--- config.mk ---
export PLATFORM = sky130hd
export DESIGN_NAME = btc_front_flat
export DESIGN_NICKNAME = d
export VERILOG_FILES = /design/src/rtl/barometer_trim_compensation_unit_assert.svh /design/src/rtl/btc_pkg.sv /design/src/rtl/btc_in_if.sv /design/src/rtl/btc_front.sv /design/src/flat_wrapper.sv
export SDC_FILE = /design/constraint.sdc
export NUM_CORES = 2
export LEC_CHECK = 0
export ABC_CLOCK_PERIOD_IN_PS = 18300
export BUFFER_PORTS_ARGS = -buffer_cell sky130_fd_sc_hd__buf_2
export CORE_MARGIN = 2
export CORE_UTILIZATION = 65
export DETAILED_ROUTE_END_ITERATION = 8
export GPL_TIMING_DRIVEN = 0
export PLACE_DENSITY = 0.94
export SLEW_MARGIN = 20
export SYNTH_ARGS = -nofsm -noshare
export SYNTH_HDL_FRONTEND = slang
export SYNTH_SLANG_ARGS = --single-unit
--- constraint.sdc ---
create_clock -name clk_i -period 18.3 [get_ports clk_i]
set_input_delay 3.66 -clock clk_i [delete_from_list [all_inputs] [get_ports clk_i]]
set_output_delay 3.66 -clock clk_i [all_outputs]
set_load 0.01 [all_outputs]
--- src/rtl/barometer_trim_compensation_unit_assert.svh ---
// Assertion macros shared by the RTL files.
`ifndef BAROMETER_TRIM_COMPENSATION_UNIT_ASSERT_SVH
`define BAROMETER_TRIM_COMPENSATION_UNIT_ASSERT_SVH

`ifndef ASSERT_OFF
`define BTC_ASSERT(lbl, prop, msg) \
  lbl: assert property (@(posedge clk_i) disable iff (!rst_ni) prop) else $error(msg);
`define BTC_ASSERT_ALWAYS(lbl, prop, msg) \
  lbl: assert property (@(posedge clk_i) prop) else $error(msg);
`else
`define BTC_ASSERT(lbl, prop, msg)
`define BTC_ASSERT_ALWAYS(lbl, prop, msg)
`endif

`endif

--- src/rtl/btc_pkg.sv ---
`default_nettype none
package btc_pkg;

  localparam int unsigned RAW_W        = 20;
  localparam int unsigned TEMP_W       = 16;
  localparam int unsigned PRESS_W      = 25;
  localparam int unsigned CFG_IDX_W    = 2;
  localparam int unsigned CFG_DATA_W   = 64;
  localparam int unsigned QUEUE_DEPTH_DEF = 4;

  localparam logic [63:0] T_FINE_OFFSET = 64'd128000;
  localparam logic [63:0] PRESS_ONE     = 64'd1048576;
  localparam logic [63:0] P1_BIAS       = 64'h0000_8000_0000_0000;
  localparam logic [63:0] NUM_SCALE     = 64'd3125;
  localparam logic [PRESS_W-1:0] PRESS_MAX = {PRESS_W{1'b1}};

  typedef enum logic [CFG_IDX_W-1:0] {
    CFG_TEMP       = 2'd0,
    CFG_PRESS_LO   = 2'd1,
    CFG_PRESS_HI   = 2'd2,
    CFG_PRESS_NINE = 2'd3
  } cfg_idx_e;

  typedef struct packed {
    logic [15:0] t3;
    logic [15:0] t2;
    logic [15:0] t1;
  } temp_coef_t;

  typedef struct packed {
    logic [15:0] p9;
    logic [15:0] p8;
    logic [15:0] p7;
    logic [15:0] p6;
    logic [15:0] p5;
    logic [15:0] p4;
    logic [15:0] p3;
    logic [15:0] p2;
    logic [15:0] p1;
  } press_coef_t;

  typedef struct packed {
    logic [TEMP_W-1:0] temp_centi;
    logic [31:0]       t_fine;
    logic [RAW_W-1:0]  raw_press;
  } item_t;

  function automatic logic [63:0] sx64(input logic [15:0] v);
    return {{48{v[15]}}, v};
  endfunction

  function automatic logic [63:0] asr64(input logic [63:0] x, input int unsigned n);
    return $unsigned($signed(x) >>> n);
  endfunction

endpackage
`default_nettype wire

--- src/rtl/btc_in_if.sv ---
`default_nettype none
interface btc_in_if;
  logic                         valid;
  logic                         ready;
  logic [btc_pkg::RAW_W-1:0]    raw_temp;
  logic [btc_pkg::RAW_W-1:0]    raw_press;

  modport source (output valid, output raw_temp, output raw_press, input ready);
  modport sink (input valid, input raw_temp, input raw_press, output ready);
endinterface
`default_nettype wire

--- src/rtl/btc_front.sv ---
`default_nettype none
module btc_front (
  input  wire logic                clk_i,
  input  wire logic                rst_ni,
  btc_in_if.sink                   in_i,
  input  wire btc_pkg::temp_coef_t coef_i,
  output logic                     push_o,
  input  wire logic                push_ready_i,
  output btc_pkg::item_t           item_o
);

  logic rdy;
  logic vld1_q, vld2_q, vld3_q, vld4_q;

  logic signed [17:0] a_d, a_q;
  logic signed [16:0] b_d, b_q;
  logic [btc_pkg::RAW_W-1:0] pr1_q, pr2_q, pr3_q, pr4_q;

  logic signed [33:0] pa, pb;
  logic signed [31:0] v1_d, v1_q, bb_d, bb_q;

  logic signed [47:0] pc;
  logic signed [31:0] tf_d, tf_q, tf4_q;

  logic signed [31:0] t5, tc;
  logic [btc_pkg::TEMP_W-1:0] temp_d, temp_q;

  assign rdy        = !vld4_q || push_ready_i;
  assign in_i.ready = rdy;

  assign a_d = $signed({1'b0, in_i.raw_temp[19:3]}) - $signed({1'b0, coef_i.t1, 1'b0});
  assign b_d = $signed({1'b0, in_i.raw_temp[19:4]}) - $signed({1'b0, coef_i.t1});

  assign pa   = a_q * $signed(coef_i.t2);
  assign pb   = b_q * b_q;
  assign v1_d = $signed(pa[31:0]) >>> 11;
  assign bb_d = $signed(pb[31:0]) >>> 12;

  assign pc   = bb_q * $signed(coef_i.t3);
  assign tf_d = v1_q + ($signed(pc[31:0]) >>> 14);

  assign t5 = (tf_q <<< 2) + tf_q + 32'sd128;
  assign tc = t5 >>> 8;

  always_comb begin
    if (tc > 32'sd32767) begin
      temp_d = 16'h7FFF;
    end else if (tc < -32'sd32768) begin
      temp_d = 16'h8000;
    end else begin
      temp_d = tc[15:0];
    end
  end

  always_ff @(posedge clk_i or negedge rst_ni) begin
    if (!rst_ni) begin
      vld1_q <= 1'b0;
      vld2_q <= 1'b0;
      vld3_q <= 1'b0;
      vld4_q <= 1'b0;
    end else if (rdy) begin
      vld1_q <= in_i.valid;
      vld2_q <= vld1_q;
      vld3_q <= vld2_q;
      vld4_q <= vld3_q;
    end
  end

  always_ff @(posedge clk_i) begin
    if (rdy) begin
      a_q    <= a_d;
      b_q    <= b_d;
      pr1_q  <= in_i.raw_press;
      v1_q   <= v1_d;
      bb_q   <= bb_d;
      pr2_q  <= pr1_q;
      tf_q   <= tf_d;
      pr3_q  <= pr2_q;
      temp_q <= temp_d;
      tf4_q  <= tf_q;
      pr4_q  <= pr3_q;
    end
  end

  assign push_o = vld4_q;
  assign item_o = {temp_q, tf4_q, pr4_q};

endmodule
`default_nettype wire

--- src/flat_wrapper.sv ---
// flat-port wrapper written by rule: the top's interface ports become plain ports
module btc_front_flat 
  (clk_i, rst_ni, coef_i, push_o, push_ready_i, item_o, in_i_valid, in_i_raw_temp, in_i_raw_press, in_i_ready);
  btc_in_if in_i_i ();
  input  wire logic clk_i;
  input  wire logic rst_ni;
  input  wire btc_pkg::temp_coef_t coef_i;
  output logic push_o;
  input  wire logic push_ready_i;
  output btc_pkg::item_t item_o;
  input wire logic [$bits(in_i_i.valid)-1:0] in_i_valid;
  input wire logic [$bits(in_i_i.raw_temp)-1:0] in_i_raw_temp;
  input wire logic [$bits(in_i_i.raw_press)-1:0] in_i_raw_press;
  output wire logic [$bits(in_i_i.ready)-1:0] in_i_ready;
  assign in_i_i.valid = in_i_valid;
  assign in_i_i.raw_temp = in_i_raw_temp;
  assign in_i_i.raw_press = in_i_raw_press;
  assign in_i_ready = in_i_i.ready;
  btc_front u_core (.clk_i(clk_i), .rst_ni(rst_ni), .in_i(in_i_i), .coef_i(coef_i), .push_o(push_o), .push_ready_i(push_ready_i), .item_o(item_o));
endmodule
**Word-level counts from Yosys, hierarchy flattened**

Index checks and enable logic that the tools add are counted.

- Register bits after elaboration: 240
- Output and inout port bits: 70
- Word-level logic and storage cells: 28

- $add $sub $neg: 5
- Multiply operators: 3
- Order comparisons: 2
- Multiplexer cells: 1
- Reduce and logical (&&, ||, !) cells: 2

Operators by type and width:

| operator | count |
|---|---|
| adder 32 bit | 1 |
| adder 32 x 9 -> 32 bit, second input constant | 1 |
| multiplier 17 x 17 -> 32 bit | 1 |
| multiplier 18 x 16 -> 32 bit | 1 |
| multiplier 20 x 16 -> 32 bit | 1 |
| > comparator 24 x 16 -> 1 bit, second input constant | 1 |
| less-than comparator 24 x 16 -> 1 bit, second input constant | 1 |
| adder 21 x 18 -> 22 bit | 1 |
| subtractor 17 x 17 -> 18 bit | 1 |
| subtractor 16 x 16 -> 17 bit | 1 |
| two-way mux 16 bit | 1 |
| zero test 1 bit | 1 |
| logical OR 1 bit | 1 |

**Depth between registers and ports, before layout**

- Word-level depth: 4
- Gate-level depth with buffers: 31
- Depth with buffers taken out: 30

**Least setup slack after synthesis**

OpenSTA, ideal clock, no wires.

- Kind: input to output
- From: in push_ready_i
- To: out in_i_ready
- Arrival: 8.592 ns
- Data required time: 14.640 ns
- Path slack: 6.048 ns
- Cell stages on the path: 1
- Path through: nand2b_1

- Cells in the longest elaborated chain, start to end: 1

RTL lines:

| what | line | text |
|---|---|---|
| start, declared | flat_wrapper.sv:9 | `input wire logic push_ready_i;` |
| logical OR 1 bit | btc_front.sv:28 | `assign rdy = !vld4_q \|\| push_ready_i;` |
| end, declared | flat_wrapper.sv:14 | `output wire logic [$bits(in_i_i.ready)-1:0] in_i_ready;` |

No other way between the ends.

**Worst setup path after layout**

- From: in coef_i[33] in the netlist's numbering
- To: reg u_core.tf_q[30], data pin

- Cells in the longest elaborated chain, start to end: 2

RTL lines:

| what | line | text |
|---|---|---|
| start, declared | flat_wrapper.sv:7 | `input wire btc_pkg::temp_coef_t coef_i;` |
| multiplier 20 x 16 -> 32 bit | btc_front.sv:39 | `assign pc = bb_q * $signed(coef_i.t3);` |
| adder 21 x 18 -> 22 bit | btc_front.sv:40 | `assign tf_d = v1_q + ($signed(pc[31:0]) >>> 14);` |
| named net u_core.tf_d[21] | btc_front.sv:23 | `logic signed [31:0] tf_d, tf_q, tf4_q;` |
| end signal, assigned | btc_front.sv:77 | `tf_q <= tf_d;` |
| end, declared | btc_front.sv:23 |  |

The timed path passes the listed nets, and every way through them passes these cells.
A chain may end at the register's enable or synchronous reset.

==> flow_metrics.tcl <==
set metrics [dict create \
    drive_gt1_share_pct 6.20 \
    arrival_ps 12510 \
    cp_top_family "adder cells" \
    via_count 27900 \
    r2r_cells 28 \
    die-area_sq_mm 0.0614 \
    gr-total-overflow 0 \
    htree_levels 1 \
    ctsResizeCount 0 \
    seq_area_frac_synth_pct 15.7 \
    place_congestion 0.992 \
    synth_common_cells "inv_1, fa_1, nand2_1" \
    critical-path-max-stage-delay_ps 530 \
    tns_ps 0 \
    endpoint_kind "flip-flop" \
    fin_nets 5223 \
    die_height_um 248 \
    synth_area_sq_mm 0.0386 \
    drc 0 \
    syn_inst 3820 \
    cts_hold_buffers 0 \
    boundaryPins 162 \
    wirelength_um 95900 \
    port_buffers 142 \
    n_fill_cell 3996 \
    crit_path_top_delay_cell "fa_1" \
    utilization_pct 70.0 \
    cp.required_ps 18690 \
    crit_top_cell "fa_1" \
    layout_min_cycle_time_ps 12120 \
    setup_violations 0 \
    ys_dominant_reg_cell "edfxtp_1" \
    cts_sinks 203 \
    syn_nets 5049 \
    fin_area_sq_mm 0.0413 \
    cts_setup_buffers 0 \
    clk_latency_ps 600 \
    synthArstFlopShare_pct 1.97 \
    grt_usage_pct 32.6 \
    grt_pass1_wl_um 153000 \
    slew-limit-headroom_pct 31.1 \
    drt_iter0_drc 2451 \
    syn_to_final_growth_pct 6.76 \
    postRouteAntennaNets 0 \
    worst-slew-pin-transition_ps 1030 \
    dr.pass1.iters 9 \
    grt_max_degree 60 \
    synth.distinct_cells 80 \
    post-synth-top-count-cell "inv_1" \
    whs_path_depth 0 \
    synth_area_leaders "fa_1, edfxtp_1, ha_1, inv_1, and2_1" \
    crit_fanout 10 \
    cp_num_cells 30 \
    cts_made_buffers 26 \
    critPathLaunchType "input port" \
    cts_tree "built" \
    fin_crit_sh_pct 66.2 \
    yosysTopAreaCellShare_pct 42.4 \
    regArea_sq_mm 0.00608 \
    yosys_warnings 0 \
    dp_slack_ps 5600 \
    multi_input_area_sq_mm 0.0284 \
    grt_antenna_before_repair 6 \
    status "completed" \
    dp_hpwl_um 78700 \
    synth_area_leader_cell "fa_1" \
    avgSynthCellArea_sq_um 10.1 \
    start_util_pct 65.6 \
    cts_buffer_depth 3 \
    grt_setup_unrepaired "no" \
    clock-root-buffer "clkbuf_16" \
    detailed_place.area_sq_mm 0.0404 \
    core_area_sq_mm 0.0589 \
    hp-class "flip-flop to flip-flop" \
    path_class "input port to flip-flop" \
    row_count 89 \
    clk_pin_slew_worst_paths_ps 60 \
    viasPerCell 5.81 \
    crit_buf_inv 6 \
    synth-edff-count 199 \
    maxCapViolations 0 \
    hold_violations 0 \
    die_width_um 248 \
    grt_pass1_vias 30800 \
    routedWlPerCell_um 20.0 \
    drv_slew 0 \
    ys_seq_elements 203 \
    max_freq_mhz 82.5 \
    skew_ps 43.9 \
    postLayoutSetupSlackWorst_ps 6180 \
]
## final timing paths
check / endpoint / startpoint / slack [ps]
worst max register to register: u_core.tf_q[30] / u_core.bb_q[11] / 9070
worst min register to register: u_core.pr4_q[10] / u_core.pr3_q[10] / 420
worst min-delay path: u_core.pr4_q[10] / u_core.pr3_q[10] / 420
min in group asynchronous: u_core.push_o / rst_ni / 2860
max in group asynchronous: u_core.vld3_q / rst_ni / 15320
worst max-delay path: u_core.tf_q[30] / coef_i[33] / 6180
## metrics by stage
| stage | hold slack (ps) | instances |
|---|---|---|
| floorplan | 400 | 3820 |
| global placement | 400 | 4735 |
| detailed placement | 405 | 4739 |
| CTS | 418 | 4787 |
| global route | 421 | 4788 |
| finish | 417 | 4791 |
## layout make-up
cell class              instances  area share [%]
plain buffers                 142            1.49
flip-flops and latches        203            14.7
well taps                     773            2.34
multi-input cells            2522            68.8
diodes                          4          0.0243
inverters                     953            8.67
clock buffers                  29            1.60
clock inverters                19           0.373
repair buffers                146            1.95
## layer usage
layer / vias up / wire [um] / global-route usage [%] / share of wire [%]
li1: 11800 / - / - / -
met1: 13800 / 31700 / 37.7 / 33
met2: 1738 / 45800 / 53.6 / 48
met3: 528 / 11300 / 9.60 / 12
met4: 4 / 7040 / 20.1 / 7.3
met5: - / 28 / 0 / 0.029
## layout by cell type (no fill, tap or decap), types with 13 or more instances in the layout
master     count
a211oi_1      14
a21o_1        25
a21oi_1       61
and2_1       300
and3_1        13
buf_2        142
clkbuf_1     126
clkbuf_16     26
edfxtp_1     199
fa_1         818
ha_1         319
inv_1        952
nand2_1      435
nand2b_1      33
nand3_1       23
nor2_1        86
nor2b_1       15
nor3_1        27
o21a_1        18
o21ai_0       46
xnor2_1      116
xor2_1        34
## state kept, by name (all words and copies together), names as in the netlist, 20 cells and up
name and count:
u_core.tf_q 22, u_core.pr4_q 20, u_core.pr1_q 20, u_core.bb_q 20, u_core.pr2_q 20, u_core.tf4_q 22
u_core.pr3_q 20, u_core.v1_q 21
## worst register-to-register path, delay by kind of cell (launching register included)
family / cells / cell delay [ps]
fa+ha+maj: 8 / 3750
compound gates: 14 / 3690
buf+inv: 4 / 700
simple gates: 2 / 270
flops: 1 / 650
## logic make-up (layout without fill, tap and decap cells)
kind of cell / after synthesis / count (layout) / synth area share, %
mux: 7 / 7 / 0.262
simple gates: 973 / 973 / 12.3
flops: 203 / 203 / 15.7
fa+ha+maj: 1137 / 1137 / 52.7
buf+inv: 1095 / 1289 / 10.8
xor+xnor: 150 / 150 / 3.40
compound gates: 255 / 255 / 4.74
other cells: 0 / 4 / 0
Power is not shown: default switching activity piles up to over one toggle a cycle in this logic, so the estimate is an artifact.
