==> config.mk <==
export PLATFORM = sky130hd
export DESIGN_NAME = btc_fifo
export DESIGN_NICKNAME = d
export VERILOG_FILES = /design/src/rtl/btc_pkg.sv /design/src/rtl/btc_fifo.sv
export VERILOG_INCLUDE_DIRS = /design/src /design/src/rtl
export SDC_FILE = /design/constraint.sdc
export NUM_CORES = 1
export LEC_CHECK = 0
export ABC_CLOCK_PERIOD_IN_PS = 8800
export BUFFER_PORTS_ARGS = -buffer_cell sky130_fd_sc_hd__buf_2
export CAP_MARGIN = 30
export CORE_MARGIN = 2
export CORE_UTILIZATION = 61
export CTS_CLUSTER_SIZE = 14
export DETAILED_ROUTE_END_ITERATION = 12
export HOLD_SLACK_MARGIN = 0.15
export PLACE_DENSITY = 0.84
export SKIP_LAST_GASP = 1
export SLEW_MARGIN = 20
export SYNTH_ARGS = -nofsm -noshare
export SYNTH_HDL_FRONTEND = slang
export SYNTH_SLANG_ARGS = --single-unit
export TNS_END_PERCENT = 50
==> constraint.sdc <==
create_clock -name clk_i -period 8.8 [get_ports clk_i]
set_clock_uncertainty 0.2 [all_clocks]
set_input_delay 1.76 -clock clk_i [delete_from_list [all_inputs] [get_ports clk_i]]
set_output_delay 1.76 -clock clk_i [all_outputs]
set_load 0.01 [all_outputs]
==> src/rtl/barometer_trim_compensation_unit_assert.svh <==
// Assertion macros shared by the RTL files.
`ifndef BAROMETER_TRIM_COMPENSATION_UNIT_ASSERT_SVH
`define BAROMETER_TRIM_COMPENSATION_UNIT_ASSERT_SVH

`ifndef ASSERT_OFF
`define BTC_ASSERT(lbl, prop, msg) \
  lbl: assert property (@(posedge clk_i) disable iff (!rst_ni) prop) else $error(msg);
`define BTC_ASSERT_ALWAYS(lbl, prop, msg) \
  lbl: assert property (@(posedge clk_i) prop) else $error(msg);
`else
`define BTC_ASSERT(lbl, prop, msg)
`define BTC_ASSERT_ALWAYS(lbl, prop, msg)
`endif

`endif

==> src/rtl/btc_pkg.sv <==
`default_nettype none
package btc_pkg;

  localparam int unsigned RAW_W        = 20;
  localparam int unsigned TEMP_W       = 16;
  localparam int unsigned PRESS_W      = 25;
  localparam int unsigned CFG_IDX_W    = 2;
  localparam int unsigned CFG_DATA_W   = 64;
  localparam int unsigned QUEUE_DEPTH_DEF = 4;

  localparam logic [63:0] T_FINE_OFFSET = 64'd128000;
  localparam logic [63:0] PRESS_ONE     = 64'd1048576;
  localparam logic [63:0] P1_BIAS       = 64'h0000_8000_0000_0000;
  localparam logic [63:0] NUM_SCALE     = 64'd3125;
  localparam logic [PRESS_W-1:0] PRESS_MAX = {PRESS_W{1'b1}};

  typedef enum logic [CFG_IDX_W-1:0] {
    CFG_TEMP       = 2'd0,
    CFG_PRESS_LO   = 2'd1,
    CFG_PRESS_HI   = 2'd2,
    CFG_PRESS_NINE = 2'd3
  } cfg_idx_e;

  typedef struct packed {
    logic [15:0] t3;
    logic [15:0] t2;
    logic [15:0] t1;
  } temp_coef_t;

  typedef struct packed {
    logic [15:0] p9;
    logic [15:0] p8;
    logic [15:0] p7;
    logic [15:0] p6;
    logic [15:0] p5;
    logic [15:0] p4;
    logic [15:0] p3;
    logic [15:0] p2;
    logic [15:0] p1;
  } press_coef_t;

  typedef struct packed {
    logic [TEMP_W-1:0] temp_centi;
    logic [31:0]       t_fine;
    logic [RAW_W-1:0]  raw_press;
  } item_t;

  function automatic logic [63:0] sx64(input logic [15:0] v);
    return {{48{v[15]}}, v};
  endfunction

  function automatic logic [63:0] asr64(input logic [63:0] x, input int unsigned n);
    return $unsigned($signed(x) >>> n);
  endfunction

endpackage
`default_nettype wire

==> src/rtl/btc_fifo.sv <==
`default_nettype none
`include "barometer_trim_compensation_unit_assert.svh"
module btc_fifo #(
  parameter int unsigned DEPTH = btc_pkg::QUEUE_DEPTH_DEF
) (
  input  wire logic           clk_i,
  input  wire logic           rst_ni,
  input  wire logic           push_i,
  output logic                push_ready_o,
  input  wire btc_pkg::item_t data_i,
  input  wire logic           pop_i,
  output logic                pop_valid_o,
  output btc_pkg::item_t      data_o
);

  localparam int unsigned IDX_W = (DEPTH > 1) ? $clog2(DEPTH) : 1;
  localparam int unsigned CNT_W = $clog2(DEPTH + 1);
  localparam logic [IDX_W-1:0] IDX_LAST = IDX_W'(DEPTH - 1);
  localparam logic [CNT_W-1:0] CNT_FULL = CNT_W'(DEPTH);

  btc_pkg::item_t     mem_q [DEPTH];
  logic [IDX_W-1:0]   wr_q, rd_q;
  logic [CNT_W-1:0]   cnt_q;
  logic               do_push, do_pop;

  assign push_ready_o = (cnt_q != CNT_FULL);
  assign pop_valid_o  = (cnt_q != '0);
  assign data_o       = mem_q[rd_q];
  assign do_push      = push_i && push_ready_o;
  assign do_pop       = pop_i && pop_valid_o;

  always_ff @(posedge clk_i or negedge rst_ni) begin
    if (!rst_ni) begin
      wr_q  <= '0;
      rd_q  <= '0;
      cnt_q <= '0;
    end else begin
      if (do_push) begin
        wr_q <= (wr_q == IDX_LAST) ? '0 : wr_q + IDX_W'(1);
      end
      if (do_pop) begin
        rd_q <= (rd_q == IDX_LAST) ? '0 : rd_q + IDX_W'(1);
      end
      if (do_push && !do_pop) begin
        cnt_q <= cnt_q + CNT_W'(1);
      end else if (do_pop && !do_push) begin
        cnt_q <= cnt_q - CNT_W'(1);
      end
    end
  end

  always_ff @(posedge clk_i) begin
    if (do_push) begin
      mem_q[wr_q] <= data_i;
    end
  end

  `BTC_ASSERT(a_fifo_cnt_range, cnt_q <= CNT_FULL, "queue fill count above depth")
  `BTC_ASSERT(a_fifo_cnt_up, do_push && !do_pop |=> cnt_q == $past(cnt_q) + CNT_W'(1), "no advance")
  `BTC_ASSERT(a_fifo_cnt_dn, do_pop && !do_push |=> cnt_q == $past(cnt_q) - CNT_W'(1), "no drop")

endmodule
`default_nettype wire

**Word-level counts from Yosys, hierarchy flattened**

Memory sizes are Yosys's and may differ from the RTL's.
Index checks and enable logic that the tools add are counted.

- Flip-flop bits (word level): 7
- Memory bits (writable): 272
- Input bits: 72
- Output and inout port bits: 70
- Logic and storage cells: 25
- Memories: 1

- Add/sub/neg operators: 4
- Eq/ne operators: 3
- Muxes and demuxes: 6
- Reduce and logical (&&, ||, !) cells: 8

Memories:

| name | depth | bits a word | rd ports | clocked after Yosys merged registers in | write ports | line | text |
|---|---|---|---|---|---|---|---|
| mem_q | 4 | 68 | 1 | 0 | 1 | btc_fifo.sv:21 | `btc_pkg::item_t mem_q [DEPTH];` |

Operators with widths:

| operator | count |
|---|---|
| $mux W3 | 2 |
| $add A2 B1 Y2 const B | 2 |
| $eq A2 B2 Y1 const B | 2 |
| $logic_and A1 B1 Y1 | 4 |
| $mux W2 | 2 |
| $add A3 B1 Y3 const B | 1 |
| $ne A3 B3 Y1 const B | 1 |
| $reduce_bool A3 Y1 | 1 |
| $sub A3 B1 Y3 const B | 1 |
| $logic_not A1 Y1 | 2 |
| $mux W1 | 2 |
| $reduce_bool A2 Y1 | 1 |

**Depth between registers and ports, before layout**

Gate-level depths: netlist of run 1.

- Depth after elaboration: 6
- Mapped depth: 8
- Depth with buffers taken out: 8

**Least setup slack after synthesis of run 1**

No wires, ideal clock.

- Path kind: input -> register
- From: in push_i
- To: mem mem_q[0][0] in the netlist's numbering, enable pin
- Library setup time: 0.433 ns
- Arrival: 3.648 ns
- Required time: 8.167 ns
- Setup slack: 4.518 ns
- Cell stages on the path: 2
- Buffers on the path: 0
- Cells stage by stage: a21boi_2 and2_1

- Word-level cells in the longest chain between the ends: 3

Ends and longest elaborated chain:

| what | line | text |
|---|---|---|
| from (decl) | btc_fifo.sv:8 | `input wire logic push_i,` |
| $logic_and A1 B1 Y1 | btc_fifo.sv:29 | `assign do_push = push_i && push_ready_o;` |
| $mux W1 | btc_fifo.sv:53 | `if (do_push) begin` |
| $mux W1 (implied by the code) | btc_fifo.sv:54 | `mem_q[wr_q] <= data_i;` |
| to (decl) | btc_fifo.sv:21 |  |

Every way passes these cells.

==> metrics, run 1 <==
fraction of layout cells with a size suffix above 1 46.0%; Logic pwr share approximately 28%; ratio of final minimum period to clock period approximately 53%; static leakage 4.12 nW; setup tns final 0 ps; GR met2 Demand/Resource 35.2%; EDFF count, synth 272; Clock Tree Buf Depth 3; Tot GR Track Use 20.7%; die width about 130 um; DRT Wirelength 18,300 um; multi-input gate area in the final layout 0.00179 sq mm; Overflow after GRT 0; Syn Nets 472; Nets 633; crit path cell chain buf_4 > buf_16 > mux4_2 > buf_2; Max VDD drop 0.241 mV; Die Ht 134 um; Worst Path Max Fanout 37; CP startpoint kind register; Starting DRT DRC Count 266; CP max stage delay 720 ps; sequential power share 46.7%; top cells by area, synth edfxtp_1, mux4_2, dfrtp_1; FF+latch count, synth 279; switching share of power approximately 29%; CTS clk-pin slew, worst paths 60 ps; post-CTS sizing 0; GPL Wtd Cong 0.747; cts bufs inserted 27; fraction of registers with async set/reset between 2 and 3%; number of top-level pins 142; post-synth cell types 18; CTS Root Cell clkbuf_16; CTS Sinks 279; initial antenna violation count 1; Worst EP arrival 2700 ps; crit end category output pin; Core Area 0.0166 sq mm; Slew HR 61.0%; worst endpoint required time about 6800 ps; clk_lat worst skew 510 ps; CTS tree yes; Max-Cap Viols 0; flip-flop and latch area 0.00835 sq mm; crit path time final 4660 ps; DPL Wire Length ~11,000 um; Yosys Warn Count 0; Cell Rows 47; outcome finished, final reports clean; FMAX 215 MHz; crit path launch rd_q[0]; Setup WS post-layout 4140 ps; largest net degree at the start of global routing 71; area grow syn2layout 16.6%; Avg WL per Cell 23.1 um; min-delay worst type reg2reg; synthesized instance count 393; met3 Usage GRT 3.44%; power per cell area 335 mW/mm^2; Slew Limit Fails 0; Syn Area/Cell 26.3 sq um; Yosys top cell area share 79.1%; full die area 0.0180 sq mm; grt met1 use 28.1%; vias in the first global route 4,976; ys flop type edfxtp_1; Initial Util approximately 62%; 1st-pass router iterations 4; # setup viols final 0; Final Hold Fails 0; Vias 4,609; Pint 2.88 mW; hold_buf cts 0; IO Port Bufs approximately 140; top cells by count, synth edfxtp_1, mux4_2, buf_12, buf_2, dfrtp_1; first-pass GRT wire length 27,800 um; RSZ-0062 raised after global routing no; slowest CP cell dfrtp_4; sw power 1.15 mW; worst-margin pin slew around 600 ps; via/cell ratio 5.81; Power, Total 4.04 mW; DR DRC count 0; Yosys top cell by area edfxtp_1; number of fillers in the final layout 968; H-tree Lvls 1; Post-DRT Antenna Nets 0; Post-CTS Setup Bufs 0; hold path start cnt_q[2]; Cell Area, Synth 0.0103 sq mm; GR peak layer met2; Setup WS pre-CTS 4400 ps; most common cell in the netlist edfxtp_1; Clock Power Share 24.8%; sequential share of the synthesized area 80.8%; RR Startpoint cnt_q[0]; kind of critical path reg2out
## final cells by class
class / count / share of cell area [%]
Antenna cell: 1 / 0.0208
Clock buffer: 34 / 5.83
Clock inverter: 13 / 0.530
Inverter: 3 / 0.0935
Multi-Input combinational cell: 95 / 14.9
Sequential cell: 279 / 69.3
Tap cell: 220 / 2.29
Timing Repair Buffer: 148 / 7.04
## routing by layer
layer  up-vias  routed length, um
met5         -                  0
met3        38                940
met4         0                489
met2       154               9730
met1      2404               7170
li1       2013                  -
## path summary, 6_finish.rpt
kind	to	slack (ps)	depth (start not counted)
min in group asynchronous	cnt_q[2]	870	1
max in group asynchronous	rd_q[1]	7350	1
min reg2reg	cnt_q[2]	350	1
max	data_o[40]	4140	4
min	cnt_q[2]	350	1
max reg2reg	cnt_q[2]	6360	8
## layout by cell type, fill, tap and decap left out, types with 2 or more instances in the layout
cell type	Yosys	routed
mux2_2	5	5
and2_4	0	4
clkinv_2	0	5
buf_12	7	4
nand2_1	2	2
inv_1	3	3
nor2_1	4	4
buf_2	7	141
dfrtp_1	7	5
edfxtp_1	272	272
ha_1	6	6
clkbuf_1	0	7
clkinv_1	0	6
dfrtp_4	0	2
mux4_2	68	68
clkbuf_16	0	27
buf_16	0	2
xor2_1	2	2
## sequential cells by signal, summed over array words and instances, names as in the netlist
| register | flops |
|---|---|
| cnt_q | 3 |
| mem_q | 272 |
| rd_q | 2 |
| wr_q | 2 |
## power by group through the flow
stage	Clock [mW]	Sequential, mW	Combinational [mW]
floorplan	0	1.84	0.854
global placement	0	1.94	1.06
detailed placement	0	1.96	1.10
CTS	1.02	1.93	1.11
global route	1.07	1.92	1.23
finish	1.00	1.89	1.15
## worst max-delay path, delay by kind of cell (launching register included)
kind | cells | cell delay (ps)
buffers and inverters | 3 | 840
flip-flops | 1 | 720
multiplexers | 1 | 570
## metrics by stage
stage / util (%) / hold WS (ps) / cell area, sq um / instances
after floorplan: - / 300 / 10300 / 393
after global placement: 67.2 / 319 / 11100 / 739
after detailed placement: 67.7 / 338 / 11200 / 743
after CTS: 72.3 / 356 / 12000 / 790
after global routing: 72.6 / 378 / 12000 / 793
final: 72.6 / 352 / 12000 / 793
## cell families after synthesis
family,share of synthesized area (%)
buffers and inverters,1.99
adders and majority gates,0.921
DFF,80.8
xor gates and xnor gates,0.254
AOI/OAI and AO/OA,0.109
muxes,15.4
and+or+nand+nor,0.569
Note: power is estimated with default switching activity, not from simulation.
==> inputs of run 2 (changes only) <==
--- a/config.mk
+++ b/config.mk
@@ -6,15 +6,16 @@
 export SDC_FILE = /design/constraint.sdc
 export NUM_CORES = 1
 export LEC_CHECK = 0
-export ABC_CLOCK_PERIOD_IN_PS = 8800
+export ABC_AREA = 1
+export ABC_CLOCK_PERIOD_IN_PS = 4700
 export BUFFER_PORTS_ARGS = -buffer_cell sky130_fd_sc_hd__buf_2
 export CAP_MARGIN = 30
 export CORE_MARGIN = 2
-export CORE_UTILIZATION = 61
+export CORE_UTILIZATION = 58
 export CTS_CLUSTER_SIZE = 14
 export DETAILED_ROUTE_END_ITERATION = 12
 export HOLD_SLACK_MARGIN = 0.15
-export PLACE_DENSITY = 0.84
+export PLACE_DENSITY = 0.8
 export SKIP_LAST_GASP = 1
 export SLEW_MARGIN = 20
 export SYNTH_ARGS = -nofsm -noshare
==> constraint.sdc (replaced) <==
create_clock -name clk_i -period 4.7 [get_ports clk_i]
set_clock_uncertainty 0.2 [all_clocks]
set_input_delay 0.94 -clock clk_i [delete_from_list [all_inputs] [get_ports clk_i]]
set_output_delay 0.94 -clock clk_i [all_outputs]
set_load 0.01 [all_outputs]
==> metrics, run 2 <==
most frequent cells in the layout edfxtp_1, nand2_1, inv_1, buf_2, o211ai_1; clk_lat worst skew 520 ps (about the same); CP max stage delay 640 ps (-80 ps); synthesized instance count 852 (+120%); Yosys Warn Count 0 (unchanged); fraction of registers with async set/reset 2.51% (unchanged); Clock Tree Buf Depth 3 (unchanged); non-filler instance count after layout 1,247 (+57%); Syn Nets 931 (+97%); top cells by area, synth edfxtp_1, o211ai_1, nand2_1; Power, Total 8.04 mW (+99%); largest net degree at the start of global routing 101 (+42%); static leakage 5.18 nW (+26%); RSZ-0062 raised after global routing no; # setup viols final 0 (unchanged); Yosys top cell area share 73.2% (-5.9 points); Max VDD drop 0.435 mV (+81%); Cell Area, Synth 0.0112 sq mm (+8.1%); Post-DRT Antenna Nets 0 (unchanged); first-pass GRT wire length 31,300 um (+12%); Post-CTS Setup Bufs 0 (unchanged); Simple-Gate Fraction of Synth Area 7.93% (+7.4 points); Nets 1,072 (+69%); worst-margin pin slew 882 ps (+297 ps); CTS Root Cell clkbuf_16; CTS Sinks 279 (unchanged); design area 0.0129 sq mm (+7.5%); number of fillers in the final layout 1,277 (+32%); Die Ht 143 um (+6.4%); top cells by count, synth edfxtp_1, nand2_1, inv_1, o211ai_1, buf_2; GPL Wtd Cong 0.737 (-1.2%); Pint 5.33 mW (+85%); crit path cell chain inv_2 > buf_4 > o211ai_1 > nand2_1 > buf_2; RR Startpoint cnt_q[0]; DPL Wire Length 11,700 um (+7.0%); H-tree Lvls 1 (unchanged); Cell Rows 50 (+6.4%); FF-to-FF setup slack 2060 ps (-4300 ps); mux cell area share after synthesis 0% (-15 points); vias in the first global route 6,137 (+23%); Worst EP arrival 2410 ps (-290 ps); Starting DRT DRC Count 402 (+51%); Largest register FFs 272 (unchanged); R2R cell count 5 (-3); setup tns final 0 ps (unchanged); most common cell after layout, fill and taps aside edfxtp_1; worst endpoint required time 3560 ps (-3280 ps); Synth Area in XOR/XNOR 0.0784% (-0.18 points); DR DRC count 0 (unchanged); kind of critical path reg2out; multi-input gate area in the final layout 0.00205 sq mm (+14%); post-synthesis compound-gate area fraction 9.19% (+9.1 points); initial antenna violation count 2 (+1); adder-cell area share of the yosys netlist 0.852% (-0.069 points); full die area 0.0204 sq mm (+13%); sequential power share 42.8% (-3.9 points); top flop regs mem_q x272, cnt_q x3; outcome finished, final reports clean; Max-Cap Viols 0 (unchanged); Logic pwr share 32.5% (+4.0 points); FF+latch count, synth 279 (unchanged); Vias 6,554 (+42%); Initial Util 59.5% (-2.8 points); ys flop type edfxtp_1; Slew HR 41.1% (-20 points); Worst Path Max Fanout 42 (+14%); via/cell ratio 5.26 (-9.6%); number of top-level pins 142 (unchanged); WHS Endpoint cnt_q[2]; Yosys top cell by area edfxtp_1; IO Port Bufs 141 (unchanged); flip-flop and latch area 0.00835 sq mm (about the same); Tot GR Track Use 19.8% (-0.86 points); hold_buf cts 1 (+1); slowest CP cell inv_2; fraction of layout cells with a size suffix above 1 19.4% (-27 points); post-CTS sizing 0 (unchanged); switching share of power 33.7% (+5.1 points); final hold slack 313 ps (-38.8 ps); 1st-pass router iterations 5 (+1); ratio of final minimum period to clock period 75.6%; most common cell in the netlist edfxtp_1; min-delay worst type reg2reg; FMAX roughly 280 MHz; Final Hold Fails 0 (unchanged); Overflow after GRT 0 (unchanged); placed standard-cell area 0.0121 sq mm (+7.8%); crit end category output pin; Slew Limit Fails 0 (unchanged); die width 143 um (+6.4%); Largest Register mem_q; post-synth cell types 17 (-1); CTS tree yes; EDFF count, synth 272 (unchanged); hold path start cnt_q[2]; power per cell area 621 mW/mm^2 (+85%); DRT Wirelength 19,900 um (+8.6%); crit path time final around 3600 ps; main combinational cell family by area after synthesis compound AO/OA/AOI/OAI gates; Core Area 0.0188 sq mm (+13%); crit path launch rd_q[1]; Avg WL per Cell 16.0 um (-31%); FF-to-FF End mem_q[2][44]; area grow syn2layout 16.0%; cts bufs inserted 27 (unchanged); Hold Path Stages 2 (+1); Syn Area/Cell 13.1 sq um (-50%); CTS clk-pin slew, worst paths 60 ps (about the same); Clock Power Share 24.8% (about the same); sequential share of the synthesized area 74.7% (-6.1 points); CP startpoint kind register; Placed Cells incl. Taps 1,196 (+61%); sw power 2.71 mW (+130%)
==> run 2: through the flow <==
stage               setup slack [ps]  util, %
finish                          1150     69.0
global route                     965     69.0
CTS                             1030     68.9
detailed placement              1590     64.5
global placement                1660     64.5
floorplan                       73.9        -
==> run 2: cell families after synthesis <==
group | Yosys count
buf+inv | 195
fa+ha+maj | 7
xor+xnor | 1
compound gates | 137
simple gates | 233
flops | 279
==> run 2: how the worst max path moves through the flow <==
stage	end
floorplan	mem_q[0][0]
global placement	data_o[39]
detailed placement	data_o[54]
CTS	data_o[6]
global route	data_o[34]
finish	data_o[34]
==> run 2: cell type report <==
type                            count  share of cell area, %
Clock inverter                     14                  0.908
Antenna cell                        2                 0.0387
Multi-Input combinational cell    378                   15.8
Timing Repair Buffer              157                   6.78
Clock buffer                       33                   5.39
Tap cell                          234                   2.26
Inverter                          150                   4.35
Sequential cell                   279                   64.5
==> run 2: power groups by stage <==
stage	Combinational (mW)	Clock [mW]	Sequential [mW]
2_1_floorplan	1.76	0	3.45
3_3_place_gp	2.49	0	3.54
3_5_place_dp	2.55	0	3.56
4_1_cts	2.57	2.02	3.51
5_1_grt	2.92	2.12	3.48
6_report	2.61	1.99	3.44
==> run 2: worst max-delay path: cells and delay by family, from the launching register on <==
kind | cells | cell delay (ps)
and+or+nand+nor | 1 | 110
buffers and inverters | 3 | 1240
AOI/OAI and AO/OA | 1 | 140
DFF | 1 | 400
==> run 2: routing by layer <==
metal | up-vias | global-route usage, % | routed length, um
li1 | 3242 | - | -
met1 | 3064 | 26.2 | 8390
met2 | 212 | 33.6 | 9800
met3 | 36 | 3.66 | 1170
met4 | 0 | 6.36 | 554
met5 | - | 0 | 0
==> inputs of run 3 (changes only) <==
--- a/config.mk
+++ b/config.mk
@@ -6,16 +6,16 @@
 export SDC_FILE = /design/constraint.sdc
 export NUM_CORES = 1
 export LEC_CHECK = 0
-export ABC_AREA = 1
-export ABC_CLOCK_PERIOD_IN_PS = 4700
+export ABC_AREA = 0
+export ABC_CLOCK_PERIOD_IN_PS = 3450
 export BUFFER_PORTS_ARGS = -buffer_cell sky130_fd_sc_hd__buf_2
 export CAP_MARGIN = 30
 export CORE_MARGIN = 2
-export CORE_UTILIZATION = 58
+export CORE_UTILIZATION = 57
 export CTS_CLUSTER_SIZE = 14
 export DETAILED_ROUTE_END_ITERATION = 12
 export HOLD_SLACK_MARGIN = 0.15
-export PLACE_DENSITY = 0.8
+export PLACE_DENSITY = 0.79
 export SKIP_LAST_GASP = 1
 export SLEW_MARGIN = 20
 export SYNTH_ARGS = -nofsm -noshare
==> constraint.sdc (replaced) <==
create_clock -name clk_i -period 3.45 [get_ports clk_i]
set_clock_uncertainty 0.2 [all_clocks]
set_input_delay 0.69 -clock clk_i [delete_from_list [all_inputs] [get_ports clk_i]]
set_output_delay 0.69 -clock clk_i [all_outputs]
set_load 0.01 [all_outputs]
==> metrics, run 3 (synthesized netlist as in run 1, its figures left out) <==
most frequent cells in the layout edfxtp_1, buf_2, mux4_2, clkbuf_16, buf_4; H-tree Lvls 1 (unchanged); WHS Endpoint mem_q[2][46]; crit path time final 3210 ps; most common cell after layout, fill and taps aside edfxtp_1; area grow syn2layout 17.2%; clk_lat worst skew 510 ps (about the same); Starting DRT DRC Count 293 (-27%); Nets 641 (-40%); Largest Register mem_q; Slew HR 53.5% (+12 points); Setup WS pre-CTS 737 ps (-857 ps); CTS clk-pin slew, worst paths 60 ps (about the same); Setup WS post-layout 245 ps (-901 ps); number of fillers in the final layout 1,118 (-12%); CTS tree yes; cts bufs inserted 27 (unchanged); ratio of final minimum period to clock period between 90% and 100%; initial antenna violation count 3 (+1); FF-to-FF setup slack 1090 ps (-970 ps); hold path start data_i[46]; CTS Root Cell clkbuf_16; CP startpoint kind register; number of top-level pins 142 (unchanged); FMAX 312 MHz; min-delay worst type in2reg; Worst EP arrival 2320 ps (-90 ps); Max VDD drop 0.577 mV (+33%); power per cell area 855 mW/mm^2 (+38%); GPL Wtd Cong 0.716 (-2.8%); final hold slack 189 ps (-124 ps); Power, Total 10.3 mW (+29%); outcome finished, final reports clean; RSZ-0062 raised after global routing no; R2R cell count 8 (+3); DR DRC count 0 (unchanged); worst endpoint required time 2560 ps (-1000 ps); FF-to-FF End cnt_q[2]; CTS Sinks 279 (unchanged); static leakage 4.16 nW (-20%); Post-CTS Setup Bufs 0 (unchanged); Core Area 0.0178 sq mm (-4.9%); setup tns final 0 ps (unchanged); kind of critical path reg2out; worst-margin pin slew 697 ps (-185 ps); Initial Util 57.9% (-1.6 points); largest net degree at the start of global routing 45 (-55%); Tot GR Track Use 18.7% (-1.1 points); crit end category output pin; RR Startpoint cnt_q[1]; Slew Limit Fails 0 (unchanged); Cell Rows 49 (-2.0%); IO Port Bufs 141 (unchanged); first-pass GRT wire length 27,800 um (-11%); vias in the first global route 4,978 (-19%); Overflow after GRT 0 (unchanged); final core utilization 67.8% (-1.2 points); Die Ht 139 um (-2.9%); die width 139 um (-2.9%); # setup viols final 0 (unchanged); fraction of layout cells with a size suffix above 1 46.5% (+27 points); Final Hold Fails 0 (unchanged); 1st-pass router iterations 4 (-1); Clock Tree Buf Depth 3 (unchanged); Avg WL per Cell 21.9 um (+37%); top flop regs mem_q x272, cnt_q x3; DPL Wire Length 11,000 um (-5.7%); Largest register FFs 272 (unchanged); Post-DRT Antenna Nets 0 (unchanged); via/cell ratio 5.72 (+8.8%); Max-Cap Viols 0 (unchanged); Worst Path Max Fanout 22 (-48%); Hold Path Stages 1 (-1); Vias 4,630 (-29%); DRT Wirelength 17,700 um (-11%); full die area 0.0192 sq mm (-5.7%)
[run 3: worst max path at each step]
stage	start	to	slack (ps)	cells past startpoint
2_1_floorplan	push_i	mem_q[1][0]	240	2
3_3_place_gp	rd_q[0]	data_o[31]	760	3
4_1_cts	rd_q[0]	data_o[33]	170	3
5_1_grt	rd_q[0]	data_o[37]	100	3
3_5_place_dp	rd_q[0]	data_o[33]	740	3
6_report	rd_q[0]	data_o[33]	240	3
[run 3: metal layers]
metal | track usage (%) | vias to the layer above | routed length, um
met5 | 0 | - | 0
met4 | 4.89 | 0 | 300
met3 | 4.56 | 23 | 1130
met2 | 30.7 | 147 | 9020
met1 | 25.8 | 2438 | 7250
li1 | - | 2022 | -
[run 3: repair_timing]
item	4_1_cts	5_1_grt
endpoints found under the setup margin	0	0
hold buffers	1	0
gates resized for setup	0	0
hold endpoints to repair	7	0
[run 3: metrics by stage]
step | instance area, sq um | cells
floorplan | 10300 | 393
global placement | 11300 | 761
detailed placement | 11300 | 761
CTS | 12100 | 808
global route | 12100 | 809
finish | 12100 | 810
[run 3: critical path, stage by stage (launching register included)]
cell and delay (ps):
dfrtp_4 690, buf_4 390, mux4_2 560, buf_2 160
[run 3: layout make-up]
cell class	count	area (sq um)	area share (%)
flip-flops and latches	279	8350	69.0
diodes	2	5.00	0.0414
clock buffers	32	694	5.74
multi-input cells	95	1790	14.8
well taps	229	287	2.37
repair buffers	156	871	7.20
clock inverters	14	91.3	0.755
inverters	3	11.3	0.0931
[run 3: report_power, final]
| part | leakage [nW] | switching [mW] | internal [mW] | total (mW) |
|---|---|---|---|---|
| logic | 1.20 | 1.46 | 1.44 | 2.90 |
| registers | 2.57 | 0.346 | 4.48 | 4.83 |
| clock network | 0.381 | 1.12 | 1.50 | 2.62 |
| total | 4.16 | 2.93 | 7.42 | 10.3 |
